--- config.mk ---
export PLATFORM = sky130hd
export DESIGN_NAME = frame_pacing_step_planner
export DESIGN_NICKNAME = d
export VERILOG_FILES = /design/src/rtl/fpsp_pkg.sv /design/src/rtl/fpsp_div.sv /design/src/rtl/fpsp_dp.sv /design/src/rtl/fpsp_ctrl.sv /design/src/rtl/frame_pacing_step_planner.sv
export SDC_FILE = /design/constraint.sdc
export NUM_CORES = 2
export LEC_CHECK = 0
export BUFFER_PORTS_ARGS = -buffer_cell sky130_fd_sc_hd__buf_2
export CAP_MARGIN = 20
export CORE_ASPECT_RATIO = 2
export CORE_UTILIZATION = 40
export DETAILED_ROUTE_END_ITERATION = 8
export SETUP_SLACK_MARGIN = 0.02
export SLEW_MARGIN = 25
export SYNTH_ARGS = -nofsm -noshare
export SYNTH_HDL_FRONTEND = slang
export SYNTH_SLANG_ARGS = --single-unit
--- constraint.sdc ---
create_clock -name i_clk -period 13.02 [get_ports i_clk]
set_clock_uncertainty 0.1 [all_clocks]
set_input_delay 1.302 -clock i_clk [delete_from_list [all_inputs] [get_ports i_clk]]
set_output_delay 1.302 -clock i_clk [all_outputs]
set_load 0.02 [all_outputs]
--- src/rtl/fpsp_pkg.sv ---
`timescale 1ns / 1ps
package fpsp_pkg;

    // Most frame widths one plan may produce
    localparam logic [6:0] MAX_STEPS = 7'd64;

    // Microseconds per millisecond, and its scaled reciprocal for the split unit
    localparam logic [9:0]  US_PER_MS   = 10'd1000;
    localparam logic [21:0] RECIP_K     = 22'd2147484;   // ceil(2^31 / 1000)

    // Configuration register indexes
    localparam logic [2:0] CFG_STEP_MS      = 3'd0;
    localparam logic [2:0] CFG_FRAMETIME_MS = 3'd1;
    localparam logic [2:0] CFG_MAX_DRIFT_MS = 3'd2;
    localparam logic [2:0] CFG_WORK_US      = 3'd3;
    localparam logic [2:0] CFG_SLEEP_US     = 3'd4;
    localparam logic [2:0] CFG_STEP_LIMIT   = 3'd5;

    // Configuration reset values
    localparam logic [9:0]  RST_STEP_MS      = 10'd8;
    localparam logic [9:0]  RST_FRAMETIME_MS = 10'd0;
    localparam logic [15:0] RST_MAX_DRIFT_MS = 16'd1000;
    localparam logic [19:0] RST_WORK_US      = 20'd0;
    localparam logic [19:0] RST_SLEEP_US     = 20'd1000;
    localparam logic [6:0]  RST_STEP_LIMIT   = 7'd64;

    typedef struct packed {
        logic [9:0]  step_ms;
        logic [9:0]  frametime_ms;
        logic [15:0] max_drift_ms;
        logic [19:0] work_us;
        logic [19:0] sleep_us;
        logic [6:0]  step_limit;
    } t_cfg;

    // Datapath operations issued by the controller
    typedef logic [3:0] t_op;
    localparam t_op OP_NOP   = 4'd0;
    localparam t_op OP_LOAD  = 4'd1;   // take target, reseed if needed
    localparam t_op OP_SPL1  = 4'd2;   // split unit: reciprocal product
    localparam t_op OP_SPL2  = 4'd3;   // split unit: quotient and remainder
    localparam t_op OP_WSAV  = 4'd4;   // keep split of work time
    localparam t_op OP_CHECK = 4'd5;   // evaluate loop condition
    localparam t_op OP_EMIT  = 4'd6;   // load output register with a frame
    localparam t_op OP_EMPTY = 4'd7;   // load output register with empty result
    localparam t_op OP_WORK  = 4'd8;   // add work time to clock
    localparam t_op OP_PULL  = 4'd9;   // backward-clock guard
    localparam t_op OP_DIFF  = 4'd10;  // distance to the required frame
    localparam t_op OP_DIVGO = 4'd11;  // start remainder unit
    localparam t_op OP_ADDX  = 4'd12;  // round sleep total up to whole turns
    localparam t_op OP_SADD  = 4'd13;  // add sleep total to clock
    localparam t_op OP_FIN   = 4'd14;  // credit frame width

    typedef struct packed {
        logic cont;
        logic count_zero;
        logic need;
        logic div_busy;
        logic out_free;
    } t_status;

endpackage

--- src/rtl/fpsp_div.sv ---
`timescale 1ns / 1ps
module fpsp_div (
    input  logic        i_clk,
    input  logic        i_rst_n,
    input  logic        i_start,
    input  logic [19:0] i_dividend,
    input  logic [19:0] i_divisor,
    output logic        o_busy,
    output logic [19:0] o_rem
);

    // Restoring remainder, four bits per cycle
    localparam logic [2:0] LAST_ITER = 3'd4;

    logic        r_busy;
    logic [2:0]  r_cnt;
    logic [19:0] r_num;
    logic [19:0] r_den;
    logic [19:0] r_rem;

    logic [19:0] n_num;
    logic [19:0] n_rem;
    logic [20:0] w_sh;

    always_comb begin
        n_num = r_num;
        n_rem = r_rem;
        w_sh  = '0;
        for (int j = 0; j < 4; j++) begin
            w_sh  = {n_rem, n_num[19]};
            n_num = {n_num[18:0], 1'b0};
            if (w_sh >= {1'b0, r_den}) begin
                n_rem = w_sh[19:0] - r_den;
            end else begin
                n_rem = w_sh[19:0];
            end
        end
    end

    always_ff @(posedge i_clk) begin
        if (!i_rst_n) begin
            r_busy <= 1'b0;
            r_cnt  <= '0;
        end else if (i_start) begin
            r_busy <= 1'b1;
            r_cnt  <= '0;
        end else if (r_busy) begin
            r_cnt <= r_cnt + 3'd1;
            if (r_cnt == LAST_ITER) begin
                r_busy <= 1'b0;
            end
        end
    end

    always_ff @(posedge i_clk) begin
        if (i_start) begin
            r_num <= i_dividend;
            r_den <= i_divisor;
            r_rem <= '0;
        end else if (r_busy) begin
            r_num <= n_num;
            r_rem <= n_rem;
        end
    end

    assign o_busy = r_busy;
    assign o_rem  = r_rem;

endmodule

--- src/rtl/fpsp_dp.sv ---
`timescale 1ns / 1ps
module fpsp_dp (
    input  logic              i_clk,
    input  logic              i_rst_n,
    input  fpsp_pkg::t_op     i_op,
    input  fpsp_pkg::t_cfg    i_cfg,
    input  logic [30:0]       i_target_ms,
    input  logic              i_out_ready,
    output fpsp_pkg::t_status o_status,
    output logic              o_out_valid,
    output logic [15:0]       o_width_ms,
    output logic [31:0]       o_first_start_ms,
    output logic              o_no_steps,
    output logic              o_starved,
    output logic              o_last_of_run
);

    // Clock kept as whole ms (floor) plus sub-ms remainder in 0..999
    logic signed [32:0] r_m;
    logic [9:0]         r_r;
    logic signed [32:0] r_last;
    logic               r_started;
    logic [30:0]        r_target;
    logic [6:0]         r_count;
    logic [31:0]        r_first;
    logic [20:0]        r_x;
    logic [42:0]        r_prod;
    logic [11:0]        r_sq;
    logic [9:0]         r_sr;
    logic [11:0]        r_wq;
    logic [9:0]         r_wr;
    logic [19:0]        r_diff;
    logic               r_need;
    logic               r_cont;
    logic               r_stv;
    logic [15:0]        r_width;

    logic               r_ov;
    logic [15:0]        r_o_width;
    logic [31:0]        r_o_first;
    logic               r_o_nosteps;
    logic               r_o_starved;
    logic               r_o_last;

    logic [9:0]         w_step;
    logic [19:0]        w_sleep;
    logic [6:0]         w_limit;
    logic signed [32:0] w_f;
    logic signed [32:0] w_tgt;
    logic               w_below;

    logic signed [33:0] w_dist;
    logic [33:0]        w_dist_abs;
    logic               w_reseed;
    logic [9:0]         w_off;
    logic signed [32:0] w_behind;

    logic [11:0]        w_q;
    logic [21:0]        w_qk;
    logic [21:0]        w_rem_raw;
    logic               w_corr;
    logic [21:0]        w_rem_fix;

    logic [11:0]        w_add_q;
    logic [9:0]         w_add_r;
    logic [10:0]        w_rs;
    logic               w_carry;
    logic [10:0]        w_rs_fix;
    logic signed [32:0] w_m_sum;

    logic signed [32:0] w_last_pull;
    logic signed [33:0] w_gap;
    logic               w_gap_lt;
    logic signed [33:0] w_k;
    logic               w_kpos;
    logic signed [34:0] w_dk;
    logic signed [34:0] w_e;
    logic               w_e_ok;
    logic [20:0]        w_emul;
    logic signed [22:0] w_diffv;
    logic               w_need;
    logic [15:0]        w_wsat;

    logic               w_div_busy;
    logic [19:0]        w_div_rem;
    logic [19:0]        w_pad;

    assign w_step  = (i_cfg.step_ms == 10'd0) ? 10'd1 : i_cfg.step_ms;
    assign w_sleep = (i_cfg.sleep_us == 20'd0) ? 20'd1 : i_cfg.sleep_us;
    assign w_limit = (i_cfg.step_limit > fpsp_pkg::MAX_STEPS) ? fpsp_pkg::MAX_STEPS
                                                               : i_cfg.step_limit;

    // Whole ms of the clock, truncated toward zero
    assign w_f     = r_m + $signed({32'd0, (r_m[32] && (r_r != 10'd0))});
    assign w_tgt   = $signed({2'b00, r_target});
    assign w_below = (w_f < w_tgt);

    // Reseed decision on a new target
    assign w_dist     = $signed({3'b000, i_target_ms}) - $signed({r_last[32], r_last});
    assign w_dist_abs = w_dist[33] ? (34'd0 - w_dist) : w_dist;
    assign w_reseed   = !r_started || (w_dist_abs > {18'd0, i_cfg.max_drift_ms});
    assign w_off      = (i_cfg.frametime_ms != 10'd0) ? i_cfg.frametime_ms : w_step;
    assign w_behind   = $signed({2'b00, i_target_ms}) - $signed({23'd0, w_off});

    // Split of r_x into ms and us
    assign w_q       = r_prod[42:31];
    assign w_qk      = {10'd0, w_q} * {12'd0, fpsp_pkg::US_PER_MS};
    assign w_rem_raw = {1'b0, r_x} - w_qk;
    assign w_corr    = (w_rem_raw >= {12'd0, fpsp_pkg::US_PER_MS});
    assign w_rem_fix = w_corr ? (w_rem_raw - {12'd0, fpsp_pkg::US_PER_MS}) : w_rem_raw;

    // Clock adder
    assign w_add_q  = (i_op == fpsp_pkg::OP_WORK) ? r_wq : r_sq;
    assign w_add_r  = (i_op == fpsp_pkg::OP_WORK) ? r_wr : r_sr;
    assign w_rs     = {1'b0, r_r} + {1'b0, w_add_r};
    assign w_carry  = (w_rs >= {1'b0, fpsp_pkg::US_PER_MS});
    assign w_rs_fix = w_carry ? (w_rs - {1'b0, fpsp_pkg::US_PER_MS}) : w_rs;
    assign w_m_sum  = r_m + $signed({21'd0, w_add_q}) + $signed({32'd0, w_carry});

    assign w_last_pull = (r_last > w_f) ? w_f : r_last;

    // Distance from the clock to the required frame, in us
    assign w_gap    = $signed({w_f[32], w_f}) - $signed({r_last[32], r_last});
    assign w_gap_lt = (w_gap < $signed({24'd0, w_step}));
    assign w_k      = $signed({r_last[32], r_last}) + $signed({24'd0, w_step});
    assign w_kpos   = (w_k > 34'sd0);
    assign w_dk     = $signed({w_k[33], w_k}) - $signed({r_m[32], r_m[32], r_m});
    assign w_e      = w_kpos ? w_dk : (w_dk - 35'sd1);
    assign w_e_ok   = (w_e[34:11] == 24'd0);
    assign w_emul   = {10'd0, w_e[10:0]} * {11'd0, fpsp_pkg::US_PER_MS};
    assign w_diffv  = $signed({2'b00, w_emul}) + $signed({22'd0, !w_kpos})
                      - $signed({13'd0, r_r});
    assign w_need   = w_gap_lt && w_e_ok && (w_diffv > 23'sd0);

    assign w_wsat   = w_gap[33] ? 16'd0 :
                      ((w_gap > 34'sd65535) ? 16'hFFFF : w_gap[15:0]);

    assign w_pad    = (w_div_rem != 20'd0) ? (w_sleep - w_div_rem) : 20'd0;

    fpsp_div u_div (
        .i_clk      (i_clk),
        .i_rst_n    (i_rst_n),
        .i_start    (i_op == fpsp_pkg::OP_DIVGO),
        .i_dividend (r_diff),
        .i_divisor  (w_sleep),
        .o_busy     (w_div_busy),
        .o_rem      (w_div_rem)
    );

    // Persistent clock state and loop control
    always_ff @(posedge i_clk) begin
        if (!i_rst_n) begin
            r_m       <= '0;
            r_r       <= '0;
            r_last    <= '0;
            r_started <= 1'b0;
            r_count   <= '0;
            r_need    <= 1'b0;
            r_cont    <= 1'b0;
            r_stv     <= 1'b0;
        end else begin
            case (i_op)
                fpsp_pkg::OP_LOAD: begin
                    r_count <= '0;
                    if (w_reseed) begin
                        r_m       <= w_behind;
                        r_r       <= '0;
                        r_last    <= w_behind;
                        r_started <= 1'b1;
                    end
                end
                fpsp_pkg::OP_CHECK: begin
                    r_cont <= (r_count < w_limit) && w_below;
                    r_stv  <= (r_count == w_limit) && w_below;
                end
                fpsp_pkg::OP_WORK, fpsp_pkg::OP_SADD: begin
                    r_m <= w_m_sum;
                    r_r <= w_rs_fix[9:0];
                end
                fpsp_pkg::OP_PULL: begin
                    r_last <= w_last_pull;
                end
                fpsp_pkg::OP_DIFF: begin
                    r_need <= w_need;
                end
                fpsp_pkg::OP_FIN: begin
                    r_last  <= w_f;
                    r_count <= r_count + 7'd1;
                end
                default: begin
                end
            endcase
        end
    end

    // Working payload registers
    always_ff @(posedge i_clk) begin
        case (i_op)
            fpsp_pkg::OP_LOAD: begin
                r_target <= i_target_ms;
                r_x      <= {1'b0, i_cfg.work_us};
            end
            fpsp_pkg::OP_SPL1: begin
                r_prod <= {22'd0, r_x} * {21'd0, fpsp_pkg::RECIP_K};
            end
            fpsp_pkg::OP_SPL2: begin
                r_sq <= w_q + {11'd0, w_corr};
                r_sr <= w_rem_fix[9:0];
            end
            fpsp_pkg::OP_WSAV: begin
                r_wq <= r_sq;
                r_wr <= r_sr;
            end
            fpsp_pkg::OP_PULL: begin
                if (r_count == 7'd0) begin
                    r_first <= w_last_pull[31:0];
                end
            end
            fpsp_pkg::OP_DIFF: begin
                r_diff <= w_diffv[19:0];
            end
            fpsp_pkg::OP_ADDX: begin
                r_x <= {1'b0, r_diff} + {1'b0, w_pad};
            end
            fpsp_pkg::OP_FIN: begin
                r_width <= w_wsat;
            end
            default: begin
            end
        endcase
    end

    // Output register
    always_ff @(posedge i_clk) begin
        if (!i_rst_n) begin
            r_ov <= 1'b0;
        end else if ((i_op == fpsp_pkg::OP_EMIT) || (i_op == fpsp_pkg::OP_EMPTY)) begin
            r_ov <= 1'b1;
        end else if (i_out_ready) begin
            r_ov <= 1'b0;
        end
    end

    always_ff @(posedge i_clk) begin
        if (i_op == fpsp_pkg::OP_EMIT) begin
            r_o_width   <= r_width;
            r_o_first   <= r_first;
            r_o_nosteps <= 1'b0;
            r_o_starved <= !r_cont && r_stv;
            r_o_last    <= !r_cont;
        end else if (i_op == fpsp_pkg::OP_EMPTY) begin
            r_o_width   <= 16'd0;
            r_o_first   <= r_last[31:0];
            r_o_nosteps <= 1'b1;
            r_o_starved <= r_stv;
            r_o_last    <= 1'b1;
        end
    end

    assign o_status.cont       = r_cont;
    assign o_status.count_zero = (r_count == 7'd0);
    assign o_status.need       = r_need;
    assign o_status.div_busy   = w_div_busy;
    assign o_status.out_free   = !r_ov || i_out_ready;

    assign o_out_valid      = r_ov;
    assign o_width_ms       = r_o_width;
    assign o_first_start_ms = r_o_first;
    assign o_no_steps       = r_o_nosteps;
    assign o_starved        = r_o_starved;
    assign o_last_of_run    = r_o_last;

endmodule

--- src/rtl/fpsp_ctrl.sv ---
`timescale 1ns / 1ps
module fpsp_ctrl (
    input  logic              i_clk,
    input  logic              i_rst_n,
    input  logic              i_in_valid,
    input  fpsp_pkg::t_status i_status,
    output logic              o_in_ready,
    output fpsp_pkg::t_op     o_op
);

    localparam logic [3:0] ST_IDLE  = 4'd0;
    localparam logic [3:0] ST_WS1   = 4'd1;
    localparam logic [3:0] ST_WS2   = 4'd2;
    localparam logic [3:0] ST_WSAV  = 4'd3;
    localparam logic [3:0] ST_CHK   = 4'd4;
    localparam logic [3:0] ST_OUT   = 4'd5;
    localparam logic [3:0] ST_WORK  = 4'd6;
    localparam logic [3:0] ST_PULL  = 4'd7;
    localparam logic [3:0] ST_DIFF  = 4'd8;
    localparam logic [3:0] ST_SLEEP = 4'd9;
    localparam logic [3:0] ST_DIVW  = 4'd10;
    localparam logic [3:0] ST_ADDX  = 4'd11;
    localparam logic [3:0] ST_SS1   = 4'd12;
    localparam logic [3:0] ST_SS2   = 4'd13;
    localparam logic [3:0] ST_SADD  = 4'd14;
    localparam logic [3:0] ST_FIN   = 4'd15;

    logic [3:0] r_state;
    logic [3:0] n_state;

    always_comb begin
        n_state = r_state;
        o_op    = fpsp_pkg::OP_NOP;
        case (r_state)
            ST_IDLE: begin
                if (i_in_valid) begin
                    o_op    = fpsp_pkg::OP_LOAD;
                    n_state = ST_WS1;
                end
            end
            ST_WS1: begin
                o_op    = fpsp_pkg::OP_SPL1;
                n_state = ST_WS2;
            end
            ST_WS2: begin
                o_op    = fpsp_pkg::OP_SPL2;
                n_state = ST_WSAV;
            end
            ST_WSAV: begin
                o_op    = fpsp_pkg::OP_WSAV;
                n_state = ST_CHK;
            end
            ST_CHK: begin
                o_op    = fpsp_pkg::OP_CHECK;
                n_state = ST_OUT;
            end
            ST_OUT: begin
                if (i_status.count_zero && i_status.cont) begin
                    n_state = ST_WORK;
                end else if (i_status.out_free) begin
                    o_op    = i_status.count_zero ? fpsp_pkg::OP_EMPTY : fpsp_pkg::OP_EMIT;
                    n_state = (!i_status.count_zero && i_status.cont) ? ST_WORK : ST_IDLE;
                end
            end
            ST_WORK: begin
                o_op    = fpsp_pkg::OP_WORK;
                n_state = ST_PULL;
            end
            ST_PULL: begin
                o_op    = fpsp_pkg::OP_PULL;
                n_state = ST_DIFF;
            end
            ST_DIFF: begin
                o_op    = fpsp_pkg::OP_DIFF;
                n_state = ST_SLEEP;
            end
            ST_SLEEP: begin
                if (i_status.need) begin
                    o_op    = fpsp_pkg::OP_DIVGO;
                    n_state = ST_DIVW;
                end else begin
                    o_op    = fpsp_pkg::OP_FIN;
                    n_state = ST_CHK;
                end
            end
            ST_DIVW: begin
                if (!i_status.div_busy) begin
                    n_state = ST_ADDX;
                end
            end
            ST_ADDX: begin
                o_op    = fpsp_pkg::OP_ADDX;
                n_state = ST_SS1;
            end
            ST_SS1: begin
                o_op    = fpsp_pkg::OP_SPL1;
                n_state = ST_SS2;
            end
            ST_SS2: begin
                o_op    = fpsp_pkg::OP_SPL2;
                n_state = ST_SADD;
            end
            ST_SADD: begin
                o_op    = fpsp_pkg::OP_SADD;
                n_state = ST_FIN;
            end
            ST_FIN: begin
                o_op    = fpsp_pkg::OP_FIN;
                n_state = ST_CHK;
            end
            default: begin
                n_state = ST_IDLE;
            end
        endcase
    end

    always_ff @(posedge i_clk) begin
        if (!i_rst_n) begin
            r_state <= ST_IDLE;
        end else begin
            r_state <= n_state;
        end
    end

    assign o_in_ready = (r_state == ST_IDLE);

endmodule

--- src/rtl/frame_pacing_step_planner.sv ---
`timescale 1ns / 1ps
// Frame pacing step planner. Each transfer on the input stream carries a target time in
// milliseconds; the block walks its virtual microsecond clock toward that target and sends
// one transfer per credited frame (its width in ms, saturated at 65535), all carrying the
// clock's ms at the start of the first frame; the final transfer of a run raises tlast and,
// if the step limit ran out short of the target, the starved flag. A target that owes no
// frames yields a single empty transfer with the no-steps flag. The clock reseeds one frame
// behind the target when it has not started or has drifted past max_drift_ms. The block
// takes one target at a time; a run begins with the input transfer and the split of the
// work time, then steps through each frame, where a 20-bit remainder unit working four
// bits per cycle lengthens a frame when the limiter has to sleep, then closes the run; the
// output side stalls the block while it holds tready low. An empty run skips the frame
// steps. A run credits up to 64 frames.
// The clock is held as whole ms plus a sub-ms remainder, so no wide division is needed.
module frame_pacing_step_planner (
    input  logic        i_clk,
    input  logic        i_rst_n,
    // Configuration write port
    input  logic        i_cfg_we,
    input  logic [2:0]  i_cfg_idx,
    input  logic [19:0] i_cfg_wdata,
    // Input stream
    input  logic        i_s_axis_tvalid,
    output logic        o_s_axis_tready,
    input  logic [31:0] i_s_axis_tdata,   // [30:0] target_ms, [31] zero
    // Result stream
    output logic        o_m_axis_tvalid,
    input  logic        i_m_axis_tready,
    output logic [47:0] o_m_axis_tdata,   // [15:0] width_ms, [47:16] first_start_ms
    output logic        o_m_axis_tlast,   // last_of_run
    output logic [1:0]  o_m_axis_tuser    // [0] no_steps, [1] starved
);

    fpsp_pkg::t_cfg    r_cfg;
    fpsp_pkg::t_status w_status;
    fpsp_pkg::t_op     w_op;

    logic        w_in_ready;
    logic [15:0] w_width;
    logic [31:0] w_first;
    logic        w_nosteps;
    logic        w_starved;
    logic        w_last;

    // Configuration registers: write on enable, ignore unused indexes
    always_ff @(posedge i_clk) begin
        if (!i_rst_n) begin
            r_cfg.step_ms      <= fpsp_pkg::RST_STEP_MS;
            r_cfg.frametime_ms <= fpsp_pkg::RST_FRAMETIME_MS;
            r_cfg.max_drift_ms <= fpsp_pkg::RST_MAX_DRIFT_MS;
            r_cfg.work_us      <= fpsp_pkg::RST_WORK_US;
            r_cfg.sleep_us     <= fpsp_pkg::RST_SLEEP_US;
            r_cfg.step_limit   <= fpsp_pkg::RST_STEP_LIMIT;
        end else if (i_cfg_we) begin
            case (i_cfg_idx)
                fpsp_pkg::CFG_STEP_MS:      r_cfg.step_ms      <= i_cfg_wdata[9:0];
                fpsp_pkg::CFG_FRAMETIME_MS: r_cfg.frametime_ms <= i_cfg_wdata[9:0];
                fpsp_pkg::CFG_MAX_DRIFT_MS: r_cfg.max_drift_ms <= i_cfg_wdata[15:0];
                fpsp_pkg::CFG_WORK_US:      r_cfg.work_us      <= i_cfg_wdata;
                fpsp_pkg::CFG_SLEEP_US:     r_cfg.sleep_us     <= i_cfg_wdata;
                fpsp_pkg::CFG_STEP_LIMIT:   r_cfg.step_limit   <= i_cfg_wdata[6:0];
                default: begin
                end
            endcase
        end
    end

    // Sequencer: one target at a time, stalls on a full output register
    fpsp_ctrl u_ctrl (
        .i_clk      (i_clk),
        .i_rst_n    (i_rst_n),
        .i_in_valid (i_s_axis_tvalid),
        .i_status   (w_status),
        .o_in_ready (w_in_ready),
        .o_op       (w_op)
    );

    // Clock state, arithmetic and the output register
    fpsp_dp u_dp (
        .i_clk            (i_clk),
        .i_rst_n          (i_rst_n),
        .i_op             (w_op),
        .i_cfg            (r_cfg),
        .i_target_ms      (i_s_axis_tdata[30:0]),
        .i_out_ready      (i_m_axis_tready),
        .o_status         (w_status),
        .o_out_valid      (o_m_axis_tvalid),
        .o_width_ms       (w_width),
        .o_first_start_ms (w_first),
        .o_no_steps       (w_nosteps),
        .o_starved        (w_starved),
        .o_last_of_run    (w_last)
    );

    assign o_s_axis_tready = w_in_ready;
    assign o_m_axis_tdata  = {w_first, w_width};
    assign o_m_axis_tlast  = w_last;
    assign o_m_axis_tuser  = {w_starved, w_nosteps};

    // A taken target always starts work: the port closes for the next cycle
    a_busy_after_take: assert property (@(posedge i_clk) disable iff (!i_rst_n)
        (i_s_axis_tvalid && o_s_axis_tready) |=> !o_s_axis_tready)
        else $error("input still open after a transfer");

    // An empty result is always the last one of its run and carries zero width
    a_empty_is_last: assert property (@(posedge i_clk) disable iff (!i_rst_n)
        (o_m_axis_tvalid && o_m_axis_tuser[0]) |->
        (o_m_axis_tlast && (o_m_axis_tdata[15:0] == 16'd0)))
        else $error("empty result not closing its run");

    // Starved only marks the final result of a run
    a_starved_last: assert property (@(posedge i_clk) disable iff (!i_rst_n)
        (o_m_axis_tvalid && o_m_axis_tuser[1]) |-> o_m_axis_tlast)
        else $error("starved flag on an inner result");

    // The remainder unit is never left running while the block waits for a target
    a_div_idle: assert property (@(posedge i_clk) disable iff (!i_rst_n)
        o_s_axis_tready |-> !w_status.div_busy)
        else $error("remainder unit busy while idle");

endmodule
==> flow_summary.ini <==
[outcome]
status = complete, no violations

[clock_network]
cts_buffers = 47
cts_buffer_depth = 3
clk_latency_ns = 0.67
cts_tree = yes
root_buffer = clkbuf_16
clock_sinks = 466
cts_setup_buffers = 0
ctsHoldBuffers = 0
clk_pin_slew_ns = 0.08
h-tree-depth = 2

[setup_path]
crit_fanout = 11
critPathTopFamily = compound AO/OA/AOI/OAI gates
critical_path_class = flip-flop to flip-flop
r2r_cells = 56
required_ns = 13.43
end_kind = flip-flop
critical_path.most_common_cell = a21oi_1
reg2reg_from = u_dp.u_div.o_rem[2]
rrSetupSlack_ns = 0.99
crit_buf_inv = 7
startpoint_type = flip-flop
worstPathArrival_ns = 12.45
critPathSlowestCell = ha_1
crit_path_max_incr_delay_ns = 0.42
r2r_end = u_dp.u_div.o_rem[15]

[die]
rows = 178
die_area_sq_mm = 0.120
ios = 113
start_util = 0.404
die_width_um = 246
die_y_um = 490
core-area_sq_mm = 0.118

[route]
num_vias = 40600
route.detailed.drc = 0
via_per_inst = 5.72
avgRoutedWirePerCell_um = 21.1
routed_wl_mm = 149
drt-initial-drc-count = 2175
first_pass_iters = 5
final_antenna_net_count = 0

[sta]
worstMarginPinSlew_ns = 1.02
layout_min_cycle_time_ns = 12.03
min_period_over_period = 0.924
final.setup.tns_ns = 0
slew_viol_final = 0
rsz0062_at_grt = no
fmax_mhz = 83.1
setup_viol = 0
slew_headroom = 0.315
hold_violations = 0

[finish]
fill_cells = 11600
final_util = 0.437
layout-drive-gt1-share = 0.0792
fin_nets = 6376
syn_to_final_growth_pct = 8.16
final_area_sq_mm = 0.0515

[placed_design]
place.gp.congestion = 0.969
port_buffers = 111
place_hpwl_mm = 123
placed_area_sq_mm = 0.0498

[grt]
grt_use_total = 0.247
antenna_found_initial = 2
first_global_vias = 41400
grt_max_degree = 81
grt_pass1_wl_mm = 232
overflow = 0

[logic_synthesis]
syn_area_sq_mm = 0.0476
synth_edf_count = 266
synth_seq_cells = 466
synth_fp_nets = 6342
yosys_warnings = 0
netlist_instances = 5484
ys_types = 119
async_reset_ff_frac = 0
synth-main-ff-cell = edfxtp_1
avgSynthCellArea_sq_um = 8.68
ys_seq_area_frac = 0.252

[worst_hold_path]
min_from = u_dp.r_sq[5]
hp-class = flip-flop to flip-flop
worstHoldPathCells = 0
worstHoldEndpoint = u_dp.r_wq[5]

[run]
drv_cap = 0
==> cells in the final DEF, fill, tap and decap left out, types with 47 or more instances in the layout <==
| cell | instances |
|---|---|
| inv_1 | 597 |
| a211oi_1 | 55 |
| nand2_1 | 435 |
| clkbuf_16 | 47 |
| and3_1 | 48 |
| nand4_1 | 63 |
| nand2b_1 | 62 |
| o21ai_0 | 279 |
| nor2b_1 | 66 |
| edfxtp_1 | 266 |
| o21a_1 | 67 |
| buf_4 | 59 |
| and2_1 | 50 |
| mux2_2 | 79 |
| nor2_1 | 373 |
| nor3_1 | 156 |
| a21oi_1 | 402 |
| xor2_1 | 105 |
| dfxtp_1 | 200 |
| mux2i_1 | 47 |
| ha_1 | 623 |
| xnor2_1 | 246 |
| nand3_1 | 130 |
| fa_1 | 175 |
| buf_2 | 111 |
| a21o_1 | 108 |
==> repair_timing <==
item	CTS	global route
endpoints found under the hold margin	0	0
resized for setup	0	14
endpoints found under the setup margin	0	20
==> cells by family (layout without fill, tap and decap cells) <==
group	count (synthesis)	in the layout	synth area share
AOI/OAI and AO/OA	1364	1364	0.187
and+or+nand+nor	1585	1585	0.164
adders and majority gates	798	798	0.237
DFF	466	466	0.252
xor gates and xnor gates	353	353	0.0653
other	0	3	0
buffers and inverters	790	863	0.0650
muxes	128	128	0.0290
==> registers in the layout, summed over array words and instances (netlist names), 16 cells and up <==
signal / count
u_dp.r_width: 16
r_cfg: 83
u_dp.r_target: 31
u_dp.u_div.r_den: 20
u_dp.r_diff: 20
u_dp.r_m: 33
u_dp.r_last: 33
u_dp.r_x: 21
u_dp.r_first: 32
u_dp.o_width_ms: 16
u_dp.u_div.r_num: 20
u_dp.o_first_start_ms: 32
u_dp.u_div.o_rem: 20
==> cells in the mapped netlist, types with 15 or more instances <==
master	n	area share
and2_1	50	0.0066
nand2b_1	62	0.0081
a211oi_1	56	0.0088
mux2_2	79	0.019
and3_1	48	0.0063
clkbuf_1	152	0.012
inv_1	599	0.047
o21bai_1	34	0.0054
dfxtp_1	200	0.084
o21a_1	67	0.011
o211ai_1	34	0.0054
nor4_1	36	0.0047
o21ai_0	282	0.030
nor2b_1	67	0.0088
nor3_1	157	0.017
o31a_1	16	0.0029
o32ai_1	15	0.0028
or3_1	35	0.0046
a31oi_1	35	0.0046
xnor2_1	246	0.045
a21o_1	108	0.017
xor2_1	105	0.019
nand3_1	130	0.014
a22o_1	37	0.0068
or4_1	27	0.0043
fa_1	175	0.074
and4_1	16	0.0029
nand2_1	435	0.034
a21boi_0	21	0.0033
a21oi_1	406	0.043
o21ai_1	16	0.0017
nand4_1	63	0.0083
o31ai_1	27	0.0043
mux2i_1	48	0.010
o211a_1	15	0.0032
ha_1	623	0.16
or2_2	20	0.0026
nor2_1	377	0.030
edfxtp_1	266	0.17
==> how the worst max path moves through the flow <==
stage | from | to | slack, ns | cells after the start
4_1_cts | u_dp.u_div.r_den[1] | u_dp.u_div.o_rem[15] | 0.31 | 58
3_5_place_dp | u_dp.u_div.r_den[1] | u_dp.u_div.o_rem[15] | 0.37 | 58
2_1_floorplan | u_dp.u_div.r_den[1] | u_dp.u_div.o_rem[0] | 0.86 | 54
5_1_grt | u_dp.u_div.r_den[1] | u_dp.u_div.o_rem[15] | 0.07 | 57
3_3_place_gp | u_dp.u_div.r_den[1] | u_dp.u_div.o_rem[15] | 0.39 | 58
6_report | u_dp.u_div.o_rem[2] | u_dp.u_div.o_rem[15] | 0.99 | 56
==> through the flow <==
| stage | hold slack, ns | std cells | setup WS (ns) |
|---|---|---|---|
| 6_report | 0.347 | 7090 | 0.987 |
| 2_1_floorplan | 0.322 | 5484 | 0.862 |
| 3_5_place_dp | 0.337 | 6999 | 0.373 |
| 5_1_grt | 0.369 | 7088 | 0.0701 |
| 3_3_place_gp | 0.334 | 6999 | 0.389 |
| 4_1_cts | 0.348 | 7087 | 0.307 |
==> worst reg2reg max path, delay by kind of cell (launching register included) <==
kind            cells  cell delay (ns)
compound gates     33             6.41
fa+ha+maj           4             1.31
buf+inv             7             1.21
flops               1             0.37
mux                 3             1.05
simple gates        9             1.45
==> per-layer routing <==
| metal | track usage | share of wire |
|---|---|---|
| met5 | 0 | 0.00012 |
| met3 | 0.0185 | 0.033 |
| met2 | 0.469 | 0.53 |
| met4 | 0.146 | 0.067 |
| met1 | 0.260 | 0.37 |
==> layout make-up <==
class,count,area [sq um],share of cell area
sequential,466,12000,0.233
tap,1530,1910,0.0372
clock inverter,33,403,0.00782
timing repair buffer,172,1040,0.0202
inverter,603,2270,0.0440
multi-input combinational,4228,32700,0.634
clock buffer,55,1220,0.0236
antenna,3,7.51,0.000146
Power is left out: the tool's default activity adds up to more than one toggle a clock period on the data nets, which glitch-free logic cannot reach.
